`src/hw/rtl/lobm_pkg.sv`:
```
// Shared types, codes and defaults for the limit order book matcher.
// Used by every module of the block; depends on nothing.
package lobm_pkg;

    // Default number of resting entries in the book.
    localparam int BOOK_CAPACITY_DEF = 64;

    // Depth of the request queue between the front and the back.
    localparam int QUEUE_DEPTH = 2;
    localparam int QUEUE_PTR_W = $clog2(QUEUE_DEPTH);

    // Completion status codes.
    localparam logic [2:0] ST_OK        = 3'd0;
    localparam logic [2:0] ST_DUPLICATE = 3'd1;
    localparam logic [2:0] ST_CANCELLED = 3'd2;
    localparam logic [2:0] ST_NOT_FOUND = 3'd3;
    localparam logic [2:0] ST_BOOK_FULL = 3'd4;

    // Result kinds.
    localparam logic KIND_TRADE      = 1'b0;
    localparam logic KIND_COMPLETION = 1'b1;

    // Request type codes.
    localparam logic REQ_ADD    = 1'b0;
    localparam logic REQ_CANCEL = 1'b1;

    // Order type codes.
    localparam logic ORD_LIMIT  = 1'b0;
    localparam logic ORD_MARKET = 1'b1;

    // Side codes.
    localparam logic SIDE_BUY  = 1'b0;
    localparam logic SIDE_SELL = 1'b1;

    // Classified request as it travels from the front to the back.
    typedef struct packed {
        logic        is_cancel;
        logic [31:0] id;
        logic        sell;
        logic        market;
        logic [15:0] price;
        logic [23:0] qty;
        logic [15:0] sym;
        logic [31:0] ts;
    } req_t;

    // One resting entry of the book.
    typedef struct packed {
        logic [31:0] id;
        logic        sell;
        logic [15:0] price;
        logic [23:0] remaining;
        logic [31:0] arrival;
    } entry_t;

    // One result item.
    typedef struct packed {
        logic        kind;
        logic [2:0]  status;
        logic [31:0] buyer_id;
        logic [31:0] seller_id;
        logic [15:0] symbol;
        logic [15:0] price;
        logic [23:0] quantity;
        logic [31:0] time_stamp;
        logic        last;
        logic [15:0] bid_price;
        logic [15:0] ask_price;
        logic [1:0]  best_valid;
    } result_t;

    // Sequencer states of the matching engine.
    typedef enum logic [2:0] {
        S_IDLE,
        S_SCAN,
        S_DECIDE,
        S_FILL,
        S_FINAL
    } state_t;

endpackage

```
`src/hw/rtl/lobm_queue.sv`:
```
// Short request queue between the front and the matching engine.
// Depends on lobm_pkg.
module lobm_queue (
    input  logic           clk,
    input  logic           rst_n,
    input  logic           push_valid,
    output logic           push_ready,
    input  lobm_pkg::req_t push_item,
    output logic           pop_valid,
    input  logic           pop_ready,
    output lobm_pkg::req_t pop_item
);

    localparam int CNT_W = $clog2(lobm_pkg::QUEUE_DEPTH + 1);
    localparam int PW    = lobm_pkg::QUEUE_PTR_W;

    lobm_pkg::req_t                   slots_reg [lobm_pkg::QUEUE_DEPTH];
    logic [lobm_pkg::QUEUE_PTR_W-1:0] wr_ptr_reg;
    logic [lobm_pkg::QUEUE_PTR_W-1:0] rd_ptr_reg;
    logic [CNT_W-1:0]                 count_reg;
    logic                             do_push;
    logic                             do_pop;

    assign push_ready = (count_reg != CNT_W'(lobm_pkg::QUEUE_DEPTH));
    assign pop_valid  = (count_reg != '0);
    assign pop_item   = slots_reg[rd_ptr_reg];
    assign do_push    = push_valid && push_ready;
    assign do_pop     = pop_valid && pop_ready;

    // Pointers wrap at the queue depth.
    always_ff @(posedge clk or negedge rst_n)
    begin
        if (!rst_n)
        begin
            wr_ptr_reg <= '0;
            rd_ptr_reg <= '0;
            count_reg  <= '0;
        end
        else
        begin
            if (do_push)
            begin
                wr_ptr_reg <= (wr_ptr_reg == PW'(lobm_pkg::QUEUE_DEPTH - 1))
                              ? '0 : wr_ptr_reg + 1'b1;
            end
            if (do_pop)
            begin
                rd_ptr_reg <= (rd_ptr_reg == PW'(lobm_pkg::QUEUE_DEPTH - 1))
                              ? '0 : rd_ptr_reg + 1'b1;
            end
            if (do_push && !do_pop)
            begin
                count_reg <= count_reg + 1'b1;
            end
            else if (do_pop && !do_push)
            begin
                count_reg <= count_reg - 1'b1;
            end
        end
    end

    always_ff @(posedge clk)
    begin
        if (do_push)
        begin
            slots_reg[wr_ptr_reg] <= push_item;
        end
    end

endmodule

```
`config.mk`:
```
export PLATFORM = sky130hd
export DESIGN_NAME = lobm_queue
export DESIGN_NICKNAME = d
export VERILOG_FILES = /design/src/hw/rtl/lobm_pkg.sv /design/src/hw/rtl/lobm_queue.sv
export SDC_FILE = /design/constraint.sdc
export NUM_CORES = 1
export LEC_CHECK = 0
export ABC_AREA = 0
export BUFFER_PORTS_ARGS = -buffer_cell sky130_fd_sc_hd__buf_2
export CAP_MARGIN = 20
export CORE_UTILIZATION = 40
export CTS_CLUSTER_SIZE = 24
export DETAILED_ROUTE_END_ITERATION = 12
export PLACE_DENSITY = 0.7
export REMOVE_ABC_BUFFERS = 1
export SETUP_SLACK_MARGIN = 0.05
export SKIP_LAST_GASP = 1
export SYNTH_ARGS = -nofsm -noshare
export SYNTH_HDL_FRONTEND = slang
export SYNTH_SLANG_ARGS = --single-unit
export TNS_END_PERCENT = 30
```
`constraint.sdc`:
```
create_clock -name clk -period 7.7 [get_ports clk]
set_input_delay 1.155 -clock clk [delete_from_list [all_inputs] [get_ports clk]]
set_output_delay 1.155 -clock clk [all_outputs]
set_load 0.01 [all_outputs]
```
Word level (Yosys, flattened, before mapping)
Memories as Yosys holds them, arrays and structs flattened.
Cells that the tools add are included.
Widths: inputs -> output; s select.
- register bits: 4
- input port bits: 127
- memories kept: 1
- RAM bits: 246
- add/subtract/negate cells: 4
- eq/ne operators: 1
- muxes and demuxes: 6
- reduce and logical (&&, ||, !) cells: 8
- memory list (name ; depth ; width ; rd ports ; clocked after memory_dff ; wr ports ; RTL line ; RTL):
    slots_reg ; 2 ; 123 ; 1 ; 0 ; 1 ; lobm_queue.sv:17 ; lobm_pkg::req_t slots_reg [lobm_pkg::QUEUE_DEPTH];
- operators by type and width (kind ; number):
    $logic_and 1x1->1 ; 4
    $mux 1 ; 4
    $mux 2 ; 2
    $reduce_bool 2->1 ; 2
    $add 1x1->1 const B ; 2
    $add 2x1->2 const B ; 1
    $logic_not 1->1 ; 2
    $ne 2x2->1 const B ; 1
    $sub 2x1->2 const B ; 1

Depth between registers and ports, before layout
- depth in word-level cells: 6
- depth in mapped cells: 7
- depth with buffers taken out: 7

Least setup slack after synthesis
No wires, ideal clock.
- kind: input port to flip-flop
- start point: input port push_valid
- end point: memory slots_reg[0][0] (netlist name), enable pin
- arrival: 6.358 ns
- library setup time: 0.606 ns
- data required time: 7.094 ns
- stages: 2
- path buffers: 0
- path slack: 0.735 ns
- cell sequence: nand2_1 nor2_1
- longest elaborated chain between the ends: 3
- RTL lines (what ; RTL line ; RTL):
    start, declared ; lobm_queue.sv:6 ; input logic push_valid,
    $logic_and 1x1->1 ; lobm_queue.sv:27 ; assign do_push = push_valid && push_ready;
    $mux 1 ; lobm_queue.sv:64 ; if (do_push)
    $mux 1 (implied by the code) ; lobm_queue.sv:66 ; slots_reg[wr_ptr_reg] <= push_item;
    end, declared ; lobm_queue.sv:17 ;
No other way between the ends.

==> summary.txt <==
STA
  – WHS: 446 ps
  – F_max: 0.280 GHz
  – RSZ-0062 raised after global routing: no
  – Slew @ Worst Pin: 937 ps
  – Tcrit/Tclk final: 46.4%
  – Final worst path period need: 3580 ps
  – Skew final: 25.0 ps
  – Endpoints failing setup: 0
  – Worst slew margin: 37.5%
  – Final Hold Fails: 0
  – TNS Setup: 0 ps
  – Slew Viols, Final: 0

Routing
  – Post-DR wirelength/cell: 17.3 um
  – Antenna viol nets, final: 0
  – DRT iter0 DRCs: 190
  – Vias per std cell: 4.67
  – DR vias: 4,564
  – Post-route DRC: 0
  – Final wirelength: 17,000 um
  – Detailed Routing Iterations Pass 1: 4

CTS
  – Clock root cell: clkbuf_16
  – Cts hold-fix bufs: 0
  – CTS Buf Count: 27
  – Skew-Pair Late Insertion Delay: 530 ps
  – CTS Sinks: 250
  – H-tree depth: 1
  – PostCTS Resize Cnt: 0
  – Setup bufs post-CTS: 0
  – Reg clk slew, reported paths: 60 ps
  – Clk buf depth: 3
  – CTS tree: yes

Pwr
  – Worst ir drop on vdd: 0.454 mV
  – PwrDens: 385 nW/um^2
  – Lkg Pwr: 4.54 nW
  – Power, Total: 0.00450 W

Final layout
  – Finished Cell Area: 11,700 um^2
  – Ant diodes: 0
  – Max reg flops: 246
  – P&R area growth vs syn: 25.6%
  – Ratio of cells with drive above 1 in the final layout: 60.8%
  – Layout net count: 800

Synthesis
  – Leading post-synthesis cells by cell area: edfxtp_1, mux2_4, mux2_2
  – Compound-Gate Fraction of Synth Area: 0%
  – Multiplexer share of the synthesized area: 17.3%
  – Mapped Area: 9310 um^2
  – Post-synth top area cell: edfxtp_1
  – Post-Synth Simple-Gate Area: 0.363%
  – Xor and xnor area share after synthesis: 0.470%
  – Count of cell types in the netlist: 15
  – Ys Warns: 0
  – Mean Syn Cell Area: 23.2 um^2
  – Top cell type's share of synthesized area: 79.3%
  – Adder-cell share of the synthesized area: 0.134%
  – Yosys reg bits: 250
  – Synth Instances: 401
  – Sequential share of the synthesized area: 80.4%
  – Main combinational cell family by area after synthesis: multiplexers

Global route
  – Vias in the first global route: 4,893
  – All-Layer GR Usage: 13.7%
  – Largest net degree at the start of global routing: 70
  – Global-route wire length before repair: 25,500 um
  – Initial antenna violation count: 1
  – Grt ovf: 0

Worst hold path
  – Hold Path Class: primary input to async pin

Worst setup path
  – Critical Path Source: rd_ptr_reg$_DFFE_PN0P_
  – Slowest CP cell: buf_4
  – Crit path capture type: output port
  – Reg2reg start: count_reg[0]$_DFFE_PN0P_
  – Critical path arrival: 2420 ps
  – Worst reg-to-reg setup slack: 4980 ps
  – Reg2reg end: slots_reg[0][77]$_DFFE_PP_
  – Startpoint types: register
  – Crit path max-delay family: buffers and inverters
  – Worst r2r path cells: 5
  – Crit Path Class: register to output port
  – Crit path max fanout: 57
  – Slowest cell delay on critical path: 740 ps
  – Levels on crit path: 3
  – CP Cell Sequence: buf_4 -> mux2_2 -> buf_2
  – Worst path bufs/invs: 2
  – Worst EP required: 6550 ps

Placement
  – Post-detail-place hpwl: 11,100 um
  – Cell Area, Placed: 10,900 um^2
  – I/O Buffers: 251
  – Gpl congestion: 0.706

Die
  – Core area: 22,700 um^2
  – IO Pins: 252
  – Die Area: 23,900 um^2
  – Initial Util: 41.0%
  – Die W: 155 um
  – Die Span Y: 155 um
  – # rows: 55

Status
  – Status: complete, no violations

Run
  – Max-cap violations: 0
-- how the worst max path moves through the flow --
stage / to
2_1_floorplan: slots_reg[0][0]$_DFFE_PP_
3_3_place_gp: slots_reg[0][82]$_DFFE_PP_
3_5_place_dp: slots_reg[0][99]$_DFFE_PP_
4_1_cts: pop_item[14]
5_1_grt: pop_item[14]
6_report: pop_item[14]
-- cells by family (layout without fill, tap and decap cells) --
group | after synthesis | after routing
multiplexers | 123 | 123
adder cells (fa/ha/maj) | 1 | 1
flip-flops | 250 | 250
XOR/XNOR | 5 | 5
AND/OR/NAND/NOR | 7 | 7
buffers and inverters | 15 | 307
-- final cells by class --
cell class                 instances  area (um^2)
tap                              285          357
multi-input combinational        136         1710
clock buffer                      33          698
inverter                           1         3.75
fill                            1869        11000
timing repair buffer             256         1290
sequential                       250         7490
clock inverter                    17          141
-- worst reg2reg max path, stage by stage, from the launching register on --
cell	delay [ps]
dfrtp_1	400
nand2b_1	190
nand2_1	150
nor2_4	100
buf_4	660
buf_4	810
-- stage by stage --
stage	setup WS [ps]	std cells	util (%)
after floorplan	735	387	-
after global placement	4400	928	47.8
after detailed placement	4280	928	47.8
after CTS	4090	978	51.5
after global routing	4010	978	51.5
final	4120	978	51.5
-- metal layers --
metal,share of wire (%),track usage (%),up-vias
met1,40,16.2,2219
met4,1.8,3.72,2
met5,0.077,0,-
li1,-,-,2142
met3,7.6,3.87,31
met2,51,24.5,170
-- cell usage in the layout, fill, tap and decap left out, drive strengths merged --
| cell | instances |
|---|---|
| bufinv | 2 |
| and3 | 1 |
| buf | 256 |
| nor2 | 2 |
| clkinvlp | 1 |
| dfrtp | 4 |
| ha | 1 |
| inv | 3 |
| mux2 | 123 |
| nand2b | 1 |
| or2 | 1 |
| edfxtp | 246 |
| xnor2 | 3 |
| xor2 | 2 |
| clkbuf | 33 |
| clkinv | 12 |
| nand2 | 2 |
-- power breakdown --
part	internal, W	switching [W]	leakage, nW
Clock	0.000712	0.000498	0.410
Combinational	0.000644	0.000696	1.80
Sequential	0.00187	0.0000851	2.33
-- Yosys cell counts --
library cell and count:
edfxtp_1 246, mux2_2 63, mux2_4 60, buf_6 8, buf_2 6, dfrtp_1 4
xnor2_1 3, nand2_1 2, nor2_1 2, xor2_1 2, and3_1 1, ha_1 1
inv_1 1, nand2b_1 1, or2_2 1
Power figures use the tool's default switching activity.
