**config.mk**
```make
export PLATFORM = sky130hd
export DESIGN_NAME = lobm_front
export DESIGN_NICKNAME = d
export VERILOG_FILES = /design/src/hw/rtl/lobm_pkg.sv /design/src/hw/rtl/lobm_front.sv
export SDC_FILE = /design/constraint.sdc
export NUM_CORES = 1
export LEC_CHECK = 0
export BUFFER_PORTS_ARGS = -buffer_cell sky130_fd_sc_hd__buf_2
export CAP_MARGIN = 20
export CORE_ASPECT_RATIO = 0.9
export CORE_MARGIN = 2
export CORE_UTILIZATION = 41
export CTS_CLUSTER_DIAMETER = 50
export DETAILED_ROUTE_END_ITERATION = 8
export GPL_ROUTABILITY_DRIVEN = 0
export PLACE_DENSITY = 0.79
export SETUP_SLACK_MARGIN = 0.15
export SYNTH_ARGS = -nofsm -noshare
export SYNTH_HDL_FRONTEND = slang
export SYNTH_SLANG_ARGS = --single-unit
```
**constraint.sdc**
```tcl
create_clock -name clk -period 2.46 [get_ports clk]
set_input_delay 0.369 -clock clk [delete_from_list [all_inputs] [get_ports clk]]
set_output_delay 0.369 -clock clk [all_outputs]
set_load 0.005 [all_outputs]
```
**src/hw/rtl/lobm_pkg.sv**
```systemverilog
// Shared types, codes and defaults for the limit order book matcher.
// Used by every module of the block; depends on nothing.
package lobm_pkg;

    // Default number of resting entries in the book.
    localparam int BOOK_CAPACITY_DEF = 64;

    // Depth of the request queue between the front and the back.
    localparam int QUEUE_DEPTH = 2;
    localparam int QUEUE_PTR_W = $clog2(QUEUE_DEPTH);

    // Completion status codes.
    localparam logic [2:0] ST_OK        = 3'd0;
    localparam logic [2:0] ST_DUPLICATE = 3'd1;
    localparam logic [2:0] ST_CANCELLED = 3'd2;
    localparam logic [2:0] ST_NOT_FOUND = 3'd3;
    localparam logic [2:0] ST_BOOK_FULL = 3'd4;

    // Result kinds.
    localparam logic KIND_TRADE      = 1'b0;
    localparam logic KIND_COMPLETION = 1'b1;

    // Request type codes.
    localparam logic REQ_ADD    = 1'b0;
    localparam logic REQ_CANCEL = 1'b1;

    // Order type codes.
    localparam logic ORD_LIMIT  = 1'b0;
    localparam logic ORD_MARKET = 1'b1;

    // Side codes.
    localparam logic SIDE_BUY  = 1'b0;
    localparam logic SIDE_SELL = 1'b1;

    // Classified request as it travels from the front to the back.
    typedef struct packed {
        logic        is_cancel;
        logic [31:0] id;
        logic        sell;
        logic        market;
        logic [15:0] price;
        logic [23:0] qty;
        logic [15:0] sym;
        logic [31:0] ts;
    } req_t;

    // One resting entry of the book.
    typedef struct packed {
        logic [31:0] id;
        logic        sell;
        logic [15:0] price;
        logic [23:0] remaining;
        logic [31:0] arrival;
    } entry_t;

    // One result item.
    typedef struct packed {
        logic        kind;
        logic [2:0]  status;
        logic [31:0] buyer_id;
        logic [31:0] seller_id;
        logic [15:0] symbol;
        logic [15:0] price;
        logic [23:0] quantity;
        logic [31:0] time_stamp;
        logic        last;
        logic [15:0] bid_price;
        logic [15:0] ask_price;
        logic [1:0]  best_valid;
    } result_t;

    // Sequencer states of the matching engine.
    typedef enum logic [2:0] {
        S_IDLE,
        S_SCAN,
        S_DECIDE,
        S_FILL,
        S_FINAL
    } state_t;

endpackage

```
**src/hw/rtl/lobm_front.sv**
```systemverilog
// Front stage: accepts request items, classifies them and hands them on.
// Depends on lobm_pkg.
module lobm_front (
    input  logic             clk,
    input  logic             rst_n,
    input  logic             req_valid,
    output logic             req_ready,
    input  logic             req_type,
    input  logic [31:0]      req_id,
    input  logic             side,
    input  logic             order_type,
    input  logic [15:0]      price,
    input  logic [23:0]      quantity,
    input  logic [15:0]      symbol_code,
    input  logic [31:0]      timestamp,
    output logic             push_valid,
    input  logic             push_ready,
    output lobm_pkg::req_t   push_item
);

    logic           slot_valid_reg;
    lobm_pkg::req_t slot_reg;
    lobm_pkg::req_t slot_next;
    logic           take;

    // The holding slot frees as soon as the queue takes its item.
    assign req_ready  = !slot_valid_reg || push_ready;
    assign take       = req_valid && req_ready;
    assign push_valid = slot_valid_reg;
    assign push_item  = slot_reg;

    // Classify the incoming request.
    always_comb
    begin
        slot_next.is_cancel = (req_type == lobm_pkg::REQ_CANCEL);
        slot_next.id        = req_id;
        slot_next.sell      = (side == lobm_pkg::SIDE_SELL);
        slot_next.market    = (order_type == lobm_pkg::ORD_MARKET);
        slot_next.price     = price;
        slot_next.qty       = quantity;
        slot_next.sym       = symbol_code;
        slot_next.ts        = timestamp;
    end

    always_ff @(posedge clk or negedge rst_n)
    begin
        if (!rst_n)
        begin
            slot_valid_reg <= 1'b0;
        end
        else if (take)
        begin
            slot_valid_reg <= 1'b1;
        end
        else if (push_ready)
        begin
            slot_valid_reg <= 1'b0;
        end
    end

    always_ff @(posedge clk)
    begin
        if (take)
        begin
            slot_reg <= slot_next;
        end
    end

endmodule

```
After elaboration in Yosys (flattened, before gate mapping)
Cells that the tools add are included.
- muxes and demuxes: 2
- reductions and logical operators: 4
- operators by type and width (kind ; count):
    1-bit 2-to-1 mux ; 2
    2-bit nonzero test ; 1
    1-bit logical AND ; 1
    1-bit logical NOT ; 1
    1-bit logical OR ; 1
- register bits: 124
- bits of input ports: 127
- output and inout port bits: 125
- logic and storage cells: 15

Logic depth before layout (Yosys ltp)
Gate-level depths: netlist (run 1).
- depth in word-level cells: 4
- mapped depth: 2
- mapped depth without buffers: 2

Worst setup path before layout (run 1)
No wires, ideal clock.
- path type: reg-to-reg
- from: register slot_valid_reg (netlist: push_valid)
- to: register slot_reg, in the netlist push_item[0], enable pin
- setup time: 397 ps
- arrival time: 1420 ps
- data required time: 2063 ps
- slack: 643 ps
- cell stages (with the launch flop): 3
- path buffers: 0
- period minus slack after synthesis: 1817 ps
- cell sequence: dfrtp_1 > nand2b_4 > and2_4
- word-level cells in the longest chain between the ends: 3
- ends and longest elaborated chain (what ; line ; text):
    start, declared ; lobm_front.sv:21 ; logic slot_valid_reg;
    start signal, assigned ; lobm_front.sv:49 ; slot_valid_reg <= 1'b0;
    start signal, assigned ; lobm_front.sv:53 ; slot_valid_reg <= 1'b1;
    start signal, assigned ; lobm_front.sv:57 ; slot_valid_reg <= 1'b0;
    1-bit logical NOT ; lobm_front.sv:27 ; assign req_ready = !slot_valid_reg || push_ready;
    1-bit logical OR ; lobm_front.sv:27 ;
    via req_ready ; lobm_front.sv:7 ; output logic req_ready,
    1-bit logical AND ; lobm_front.sv:28 ; assign take = req_valid && req_ready;
    via take ; lobm_front.sv:24 ; logic take;
    end signal, assigned ; lobm_front.sv:65 ; slot_reg <= slot_next;
    end, declared ; lobm_front.sv:22 ; lobm_pkg::req_t slot_reg;
The timed path passes the listed nets, and every way through them passes these cells.
A chain may end at the register's enable or synchronous reset.

Worst setup path in the final report (run 1)
- from: register slot_valid_reg (netlist: push_valid)
- to: register slot_reg, in the netlist push_item[112], enable pin
- word-level cells in the longest chain between the ends: 3
- ends and longest elaborated chain (what ; line):
    1-bit logical NOT ; lobm_front.sv:27
    1-bit logical OR ; lobm_front.sv:27
    1-bit logical AND ; lobm_front.sv:28
    via take ; lobm_front.sv:24
The timed path passes the listed nets, and every way through them passes these cells.

==> metrics.md, run 1 <==
| Metric | Value |
|---|---|
| Total track usage | `17.2%` |
| Slowest CP cell | `and2_4` |
| Core box area | `9000 um2` |
| Synth unique cells | `5` |
| Synth async-reset ratio | `0.806%` |
| Vias per Instance | `4.39` |
| Chip width | `105 um` |
| WL per Instance | `15.9 um` |
| Layout cells sized above 1 | `68.8%` |
| CTS Buffer Depth | `2` |
| Buffers on Ports | `251` |
| Mux share of post-synthesis cell area | `0%` |
| Fin. Hold Viols | `0` |
| Critical path peak fanout | `45` |
| CTS Buf Count | `17` |
| Height of the chip | `94.7 um` |
| Compound-Gate Fraction of Synth Area | `0%` |
| Area Overhead vs Synth | `55.4%` |
| Max Cap Viol | `0` |
| Post-Synth XOR/XNOR Area | `0%` |
| Final slew viol count | `0` |
| Most common cell in the netlist | `edfxtp_1` |
| Area contributors post-synth | `edfxtp_1 (99%), dfrtp_1 (0.67%), nand2b_4 (0.37%)` |
| Synth top cells by count | `edfxtp_1 (123), and2_4 (1), dfrtp_1 (1), nand2b_1 (1), nand2b_4 (1)` |
| Fin crit share | `64.6%` |
| Reg clk slew, reported paths | `0.06 ns` |
| Row count | `33` |
| Initial antenna violation count | `1` |
| Cell Area, Synth | `3750 um2` |
| HP Class | `in -> reg` |
| Worst Hold Slack | `0.0467 ns` |
| Drt pass-1 iters | `4` |
| Post-CTS setup buffers | `0` |
| Critical path, cell by cell | `nand2b_4 > and2_4 > buf_12` |
| Overflow after GRT | `0` |
| Top FF cell, synth | `edfxtp_1` |
| Vias | `2,353` |
| CP required | `2.64 ns` |
| EDFF count, synth | `123` |
| Synth Area in Simple Gates | `0.768%` |
| Final min period | `1.59 ns` |
| Crit path launch type | `flip-flop` |
| Nets | `528` |
| Status | `finished clean` |
| Rel. slew slack | `68.2%` |
| CTS H-tree lvls | `4` |
| Vias in the first global route | `2,408` |
| Total Neg Setup Slack | `0 ns` |
| Full die area | `9920 um2` |
| Max Clk Rate | `0.630 GHz` |
| CTS tree | `built` |
| Dpl cells | `503` |
| Sink Count | `124` |
| Final setup fails | `0` |
| DPL Wire Length | `6.37 mm` |
| Syn Inst Count | `127` |
| Skew-Pair Late Insertion Delay | `0.49 ns` |
| Worst vdd ir | `0.000683 V` |
| First-pass GRT wire length | `12.2 mm` |
| Post-CTS sizing | `0` |
| Io pins | `252` |
| CP Class | `reg -> reg` |
| CP peak stage delay | `0.45 ns` |
| Clock skew | `0.00792 ns` |
| Synth warn | `0` |
| Seq cells post-synth | `124` |
| Initial Util | `41.6%` |
| Top-area cell type share of the netlist area | `98.6%` |
| # diodes | `0` |
| Largest family of logic cells by synthesized area | `simple AND/OR/NAND/NOR gates` |
| Mean Syn Cell Area | `29.5 um2` |
| Seq/Total Area, Yosys | `99.2%` |
| RSZ-0062 raised after global routing | `no` |
| DR DRC count | `0` |
| Final ANT Viol Nets | `0` |
| Layout Cells excl Fill | `536` |
| Worst path arrival time | `1.76 ns` |
| Syn_nets | `254` |
| Post-synthesis adder-cell area fraction | `0%` |
| P_leak | `2.49 nW` |
| Root Buffer | `clkbuf_8` |
| Pin count of the biggest net entering global routing | `46` |
| Power density cells | `909 nW/um2` |
| DRT Wirelength | `8.52 mm` |
| Worst Max-Slew Pin Slew | `0.477 ns` |
| Post-synth top area cell | `edfxtp_1` |
| 1st-iter DRT viols | `73` |
| CP Capture Type | `flip-flop` |
## per-layer routing
layer  wire length, um  global-route usage, %  part of all wire (%)
met2              4690                   31.1                    55
met4               104                   7.33                   1.2
met1              2770                   16.4                    33
met3               942                   9.25                    11
met5                11                      0                  0.13
## per-stage QoR
| step | worst slack [ns] | area (um2) | total power, mW | util [%] |
|---|---|---|---|---|
| after floorplan | 0.643 | 3750 | 2.60 | - |
| after global placement | 0.798 | 5200 | 2.82 | 57.8 |
| after detailed placement | 0.788 | 5200 | 2.83 | 57.8 |
| after CTS | 0.865 | 5820 | 5.36 | 64.7 |
| after global routing | 0.770 | 5820 | 5.48 | 64.7 |
| final | 0.872 | 5820 | 5.29 | 64.7 |
## layout make-up
cell class	instances	area (um2)
clock buffer	18	418
sequential	124	3720
multi-input combinational	3	28.8
timing repair buffer	255	1310
tap	122	153
fill	664	3180
clock inverter	14	193
## registers in the layout, indices dropped and copies added (netlist names)
name and count:
push_item 123, push_valid 1
## kinds of logic (layout without fill, tap and decap cells)
family,count (synthesis),after routing
flip-flops,124,124
buffers and inverters,0,287
AND/OR/NAND/NOR,3,3
## placed cells by master (no fill, tap or decap)
master | Yosys | layout
clkinv_1 | 0 | 2
nand2b_4 | 1 | 1
inv_6 | 0 | 2
clkbuf_1 | 0 | 1
buf_2 | 0 | 251
clkinvlp_4 | 0 | 4
buf_4 | 0 | 1
nand2b_1 | 1 | 1
bufinv_16 | 0 | 4
clkbuf_8 | 0 | 1
edfxtp_1 | 123 | 123
dfrtp_1 | 1 | 1
dlygate4sd3_1 | 0 | 1
and2_4 | 1 | 1
clkbuf_16 | 0 | 16
clkinv_4 | 0 | 2
buf_12 | 0 | 2
## timing repair
action / CTS / global route
endpoints found under the hold margin: 1 / 0
endpoints found under the setup margin: 0 / 0
hold buffers: 1 / 0
## critical path, delay by kind of cell, from the launching register on
kind | cells | cell delay [ns]
buffers and inverters | 1 | 0.30
flip-flops | 1 | 0.40
AND/OR/NAND/NOR | 2 | 0.53
## path summary, 6_finish.rpt
path                                    start             end  slack (ns)  cells past startpoint
worst max-delay path               push_valid  push_item[112]        0.87                      3
worst min-delay path            timestamp[26]   push_item[26]        0.05                      1
worst max register to register     push_valid  push_item[112]        0.87                      3
worst min register to register     push_valid      push_valid        0.54                      2
max in group asynchronous               rst_n      push_valid        2.17                      2
min in group asynchronous               rst_n      push_valid        0.21                      2
## power breakdown
part | total [mW] | switching [mW] | internal (mW) | leakage, nW
combinational | 0.291 | 0.140 | 0.151 | 1.03
sequential | 2.49 | 0.0273 | 2.47 | 1.18
clock | 2.51 | 0.862 | 1.65 | 0.283
(Power assumes the default switching activity.)
==> inputs of run 2 (changes only) <==
ABC_AREA = 1   (was unset)
clock period = 1.6 ns   (was 2.46 ns; I/O delays follow)
==> run 2 against run 1 <==
Compared with the run above: the run now fails in clock tree synthesis (4_1_cts); synthesized cell count grew 1.6%; synthesized area is 0.23% lower.
==> metrics.md, run 2 <==
| Metric | Value |
|---|---|
| Status | `did not finish` |
| Halt Stage | `clock tree synthesis (4_1_cts)` |
| Stop err | `[ERROR RSZ-0060] Max buffer count reached.` |
| Syn Inst Count | `129` |
| Seq/Total Area, Yosys | `99.5%` |
| Largest family of logic cells by synthesized area | `buffers and inverters` |
| Io pins | `252` |
| Seq cells post-synth | `124` |
| Mux share of post-synthesis cell area | `0%` |
| Post-CTS setup buffers | `0` |
| Cell Area, Synth | `3740 um2` |
| Placement Setup Slack | `0.223 ns` |
| Initial Util | `41.5%` |
| Buffers on Ports | `251` |
| EDFF count, synth | `123` |
| Most common cell in the netlist | `edfxtp_1` |
| Synth top cells by count | `edfxtp_1 (123), inv_1 (2), nand2_1 (2)` |
| Height of the chip | `94.6 um` |
| Chip width | `105 um` |
| Syn_nets | `256` |
| Post-synth top area cell | `edfxtp_1` |
| Post-synthesis adder-cell area fraction | `0%` |
| Synth Area in Simple Gates | `0.201%` |
| Post-CTS sizing | `0` |
| Compound-Gate Fraction of Synth Area | `0.134%` |
| CTS Buffer Depth | `2` |
| Area contributors post-synth | `edfxtp_1 (99%), dfrtp_1 (0.67%), inv_1 (0.20%)` |
| Top-area cell type share of the netlist area | `98.8%` |
| DPL Wire Length | `6.21 mm` |
| Synth unique cells | `5` |
| Hold Buf Count CTS | `108` |
| CTS H-tree lvls | `4` |
| Top FF cell, synth | `edfxtp_1` |
| Post-Synth XOR/XNOR Area | `0%` |
| Sink Count | `124` |
| Row count | `33` |
| Mean Syn Cell Area | `29.0 um2` |
| Root Buffer | `clkbuf_8` |
| Synth async-reset ratio | `0.806%` |
| Synth warn | `0` |
| CTS Buf Count | `17` |
[run 2: cell types whose count changed after synthesis]
cell      previous run  this run
nand2_1              0         2
nand2b_4             1         0
inv_1                0         2
a21oi_1              0         1
nand2b_1             1         0
and2_4               1         0
[run 2: logic make-up after synthesis]
| group | after synthesis |
|---|---|
| AOI/OAI and AO/OA | 1 |
| buffers and inverters | 2 |
| DFF | 124 |
| and+or+nand+nor | 2 |
[run 2: per-stage QoR]
step | setup TNS [ns] | instance area (um2) | hold slack, ns | std cells | util (%)
global placement | 0 | 5200 | 0.0146 | 504 | 57.8
floorplan | -160.04 | 3750 | -0.0556 | 129 | -
detailed placement | 0 | 5200 | 0.0185 | 504 | 57.8
==> inputs of run 3 (changes only) <==
CORE_ASPECT_RATIO = unset   (was 0.9)
CORE_UTILIZATION = 35   (was 41)
CTS_CLUSTER_DIAMETER = unset   (was 50)
PLACE_DENSITY = unset   (was 0.79)
PLACE_DENSITY_LB_ADDON = 0.15   (was unset)
SETUP_SLACK_MARGIN = unset   (was 0.15)
==> run 3 against run 2 <==
Compared with the run above: the flow again stops in clock tree synthesis (4_1_cts); synthesized area unchanged; synthesized cell count unchanged.
==> metrics.md, run 3 <==
| Metric | Value |
|---|---|
| Initial Util | `36.1%` |
| Synth warn | `0` |
| Post-synth top area cell | `edfxtp_1` |
| Status | `did not finish` |
| EDFF count, synth | `123` |
| Row count | `37` |
| Top-area cell type share of the netlist area | `98.8%` |
| Syn_nets | `256` |
| Seq cells post-synth | `124` |
| CTS Buf Count | `17` |
| Halt Stage | `clock tree synthesis (4_1_cts)` |
| Mean Syn Cell Area | `29.0 um2` |
| Hold Buf Count CTS | `111` |
| Post-Synth XOR/XNOR Area | `0%` |
| Largest family of logic cells by synthesized area | `buffers and inverters` |
| Synth Area in Simple Gates | `0.201%` |
| Io pins | `252` |
| Root Buffer | `clkbuf_8` |
| Mux share of post-synthesis cell area | `0%` |
| CTS H-tree lvls | `4` |
| Post-CTS sizing | `0` |
| Synth top cells by count | `edfxtp_1 (123), inv_1 (2), nand2_1 (2)` |
| Post-synthesis adder-cell area fraction | `0%` |
| Seq/Total Area, Yosys | `99.5%` |
| CTS Buffer Depth | `2` |
| Cell Area, Synth | `3740 um2` |
| Compound-Gate Fraction of Synth Area | `0.134%` |
| Synth async-reset ratio | `0.806%` |
| Synth unique cells | `5` |
| Placement Setup Slack | `0.175 ns` |
| Area contributors post-synth | `edfxtp_1 (99%), dfrtp_1 (0.67%), inv_1 (0.20%)` |
| Sink Count | `124` |
| Most common cell in the netlist | `edfxtp_1` |
| Chip width | `107 um` |
| DPL Wire Length | `6.09 mm` |
| Syn Inst Count | `129` |
| Post-CTS setup buffers | `0` |
| Height of the chip | `107 um` |
| Buffers on Ports | `251` |
| Stop err | `[ERROR RSZ-0060] Max buffer count reached.` |
| Top FF cell, synth | `edfxtp_1` |
run 3: cell counts after synthesis:
Identical to the previous run, type by type.
run 3: cells by family after synthesis:
| family | count (synthesis) |
|---|---|
| flip-flops | 124 |
| AND/OR/NAND/NOR | 2 |
| buffers and inverters | 2 |
| AO/OA/AOI/OAI | 1 |
run 3: metrics by stage:
| step | util (%) | TNS [ns] | area [um2] | hold slack [ns] | instances |
|---|---|---|---|---|---|
| 2_1_floorplan | - | -160.04 | 3750 | -0.0556 | 129 |
| 3_5_place_dp | 50.3 | 0 | 5220 | 0.0275 | 518 |
| 3_3_place_gp | 50.3 | 0 | 5220 | 0.0229 | 518 |
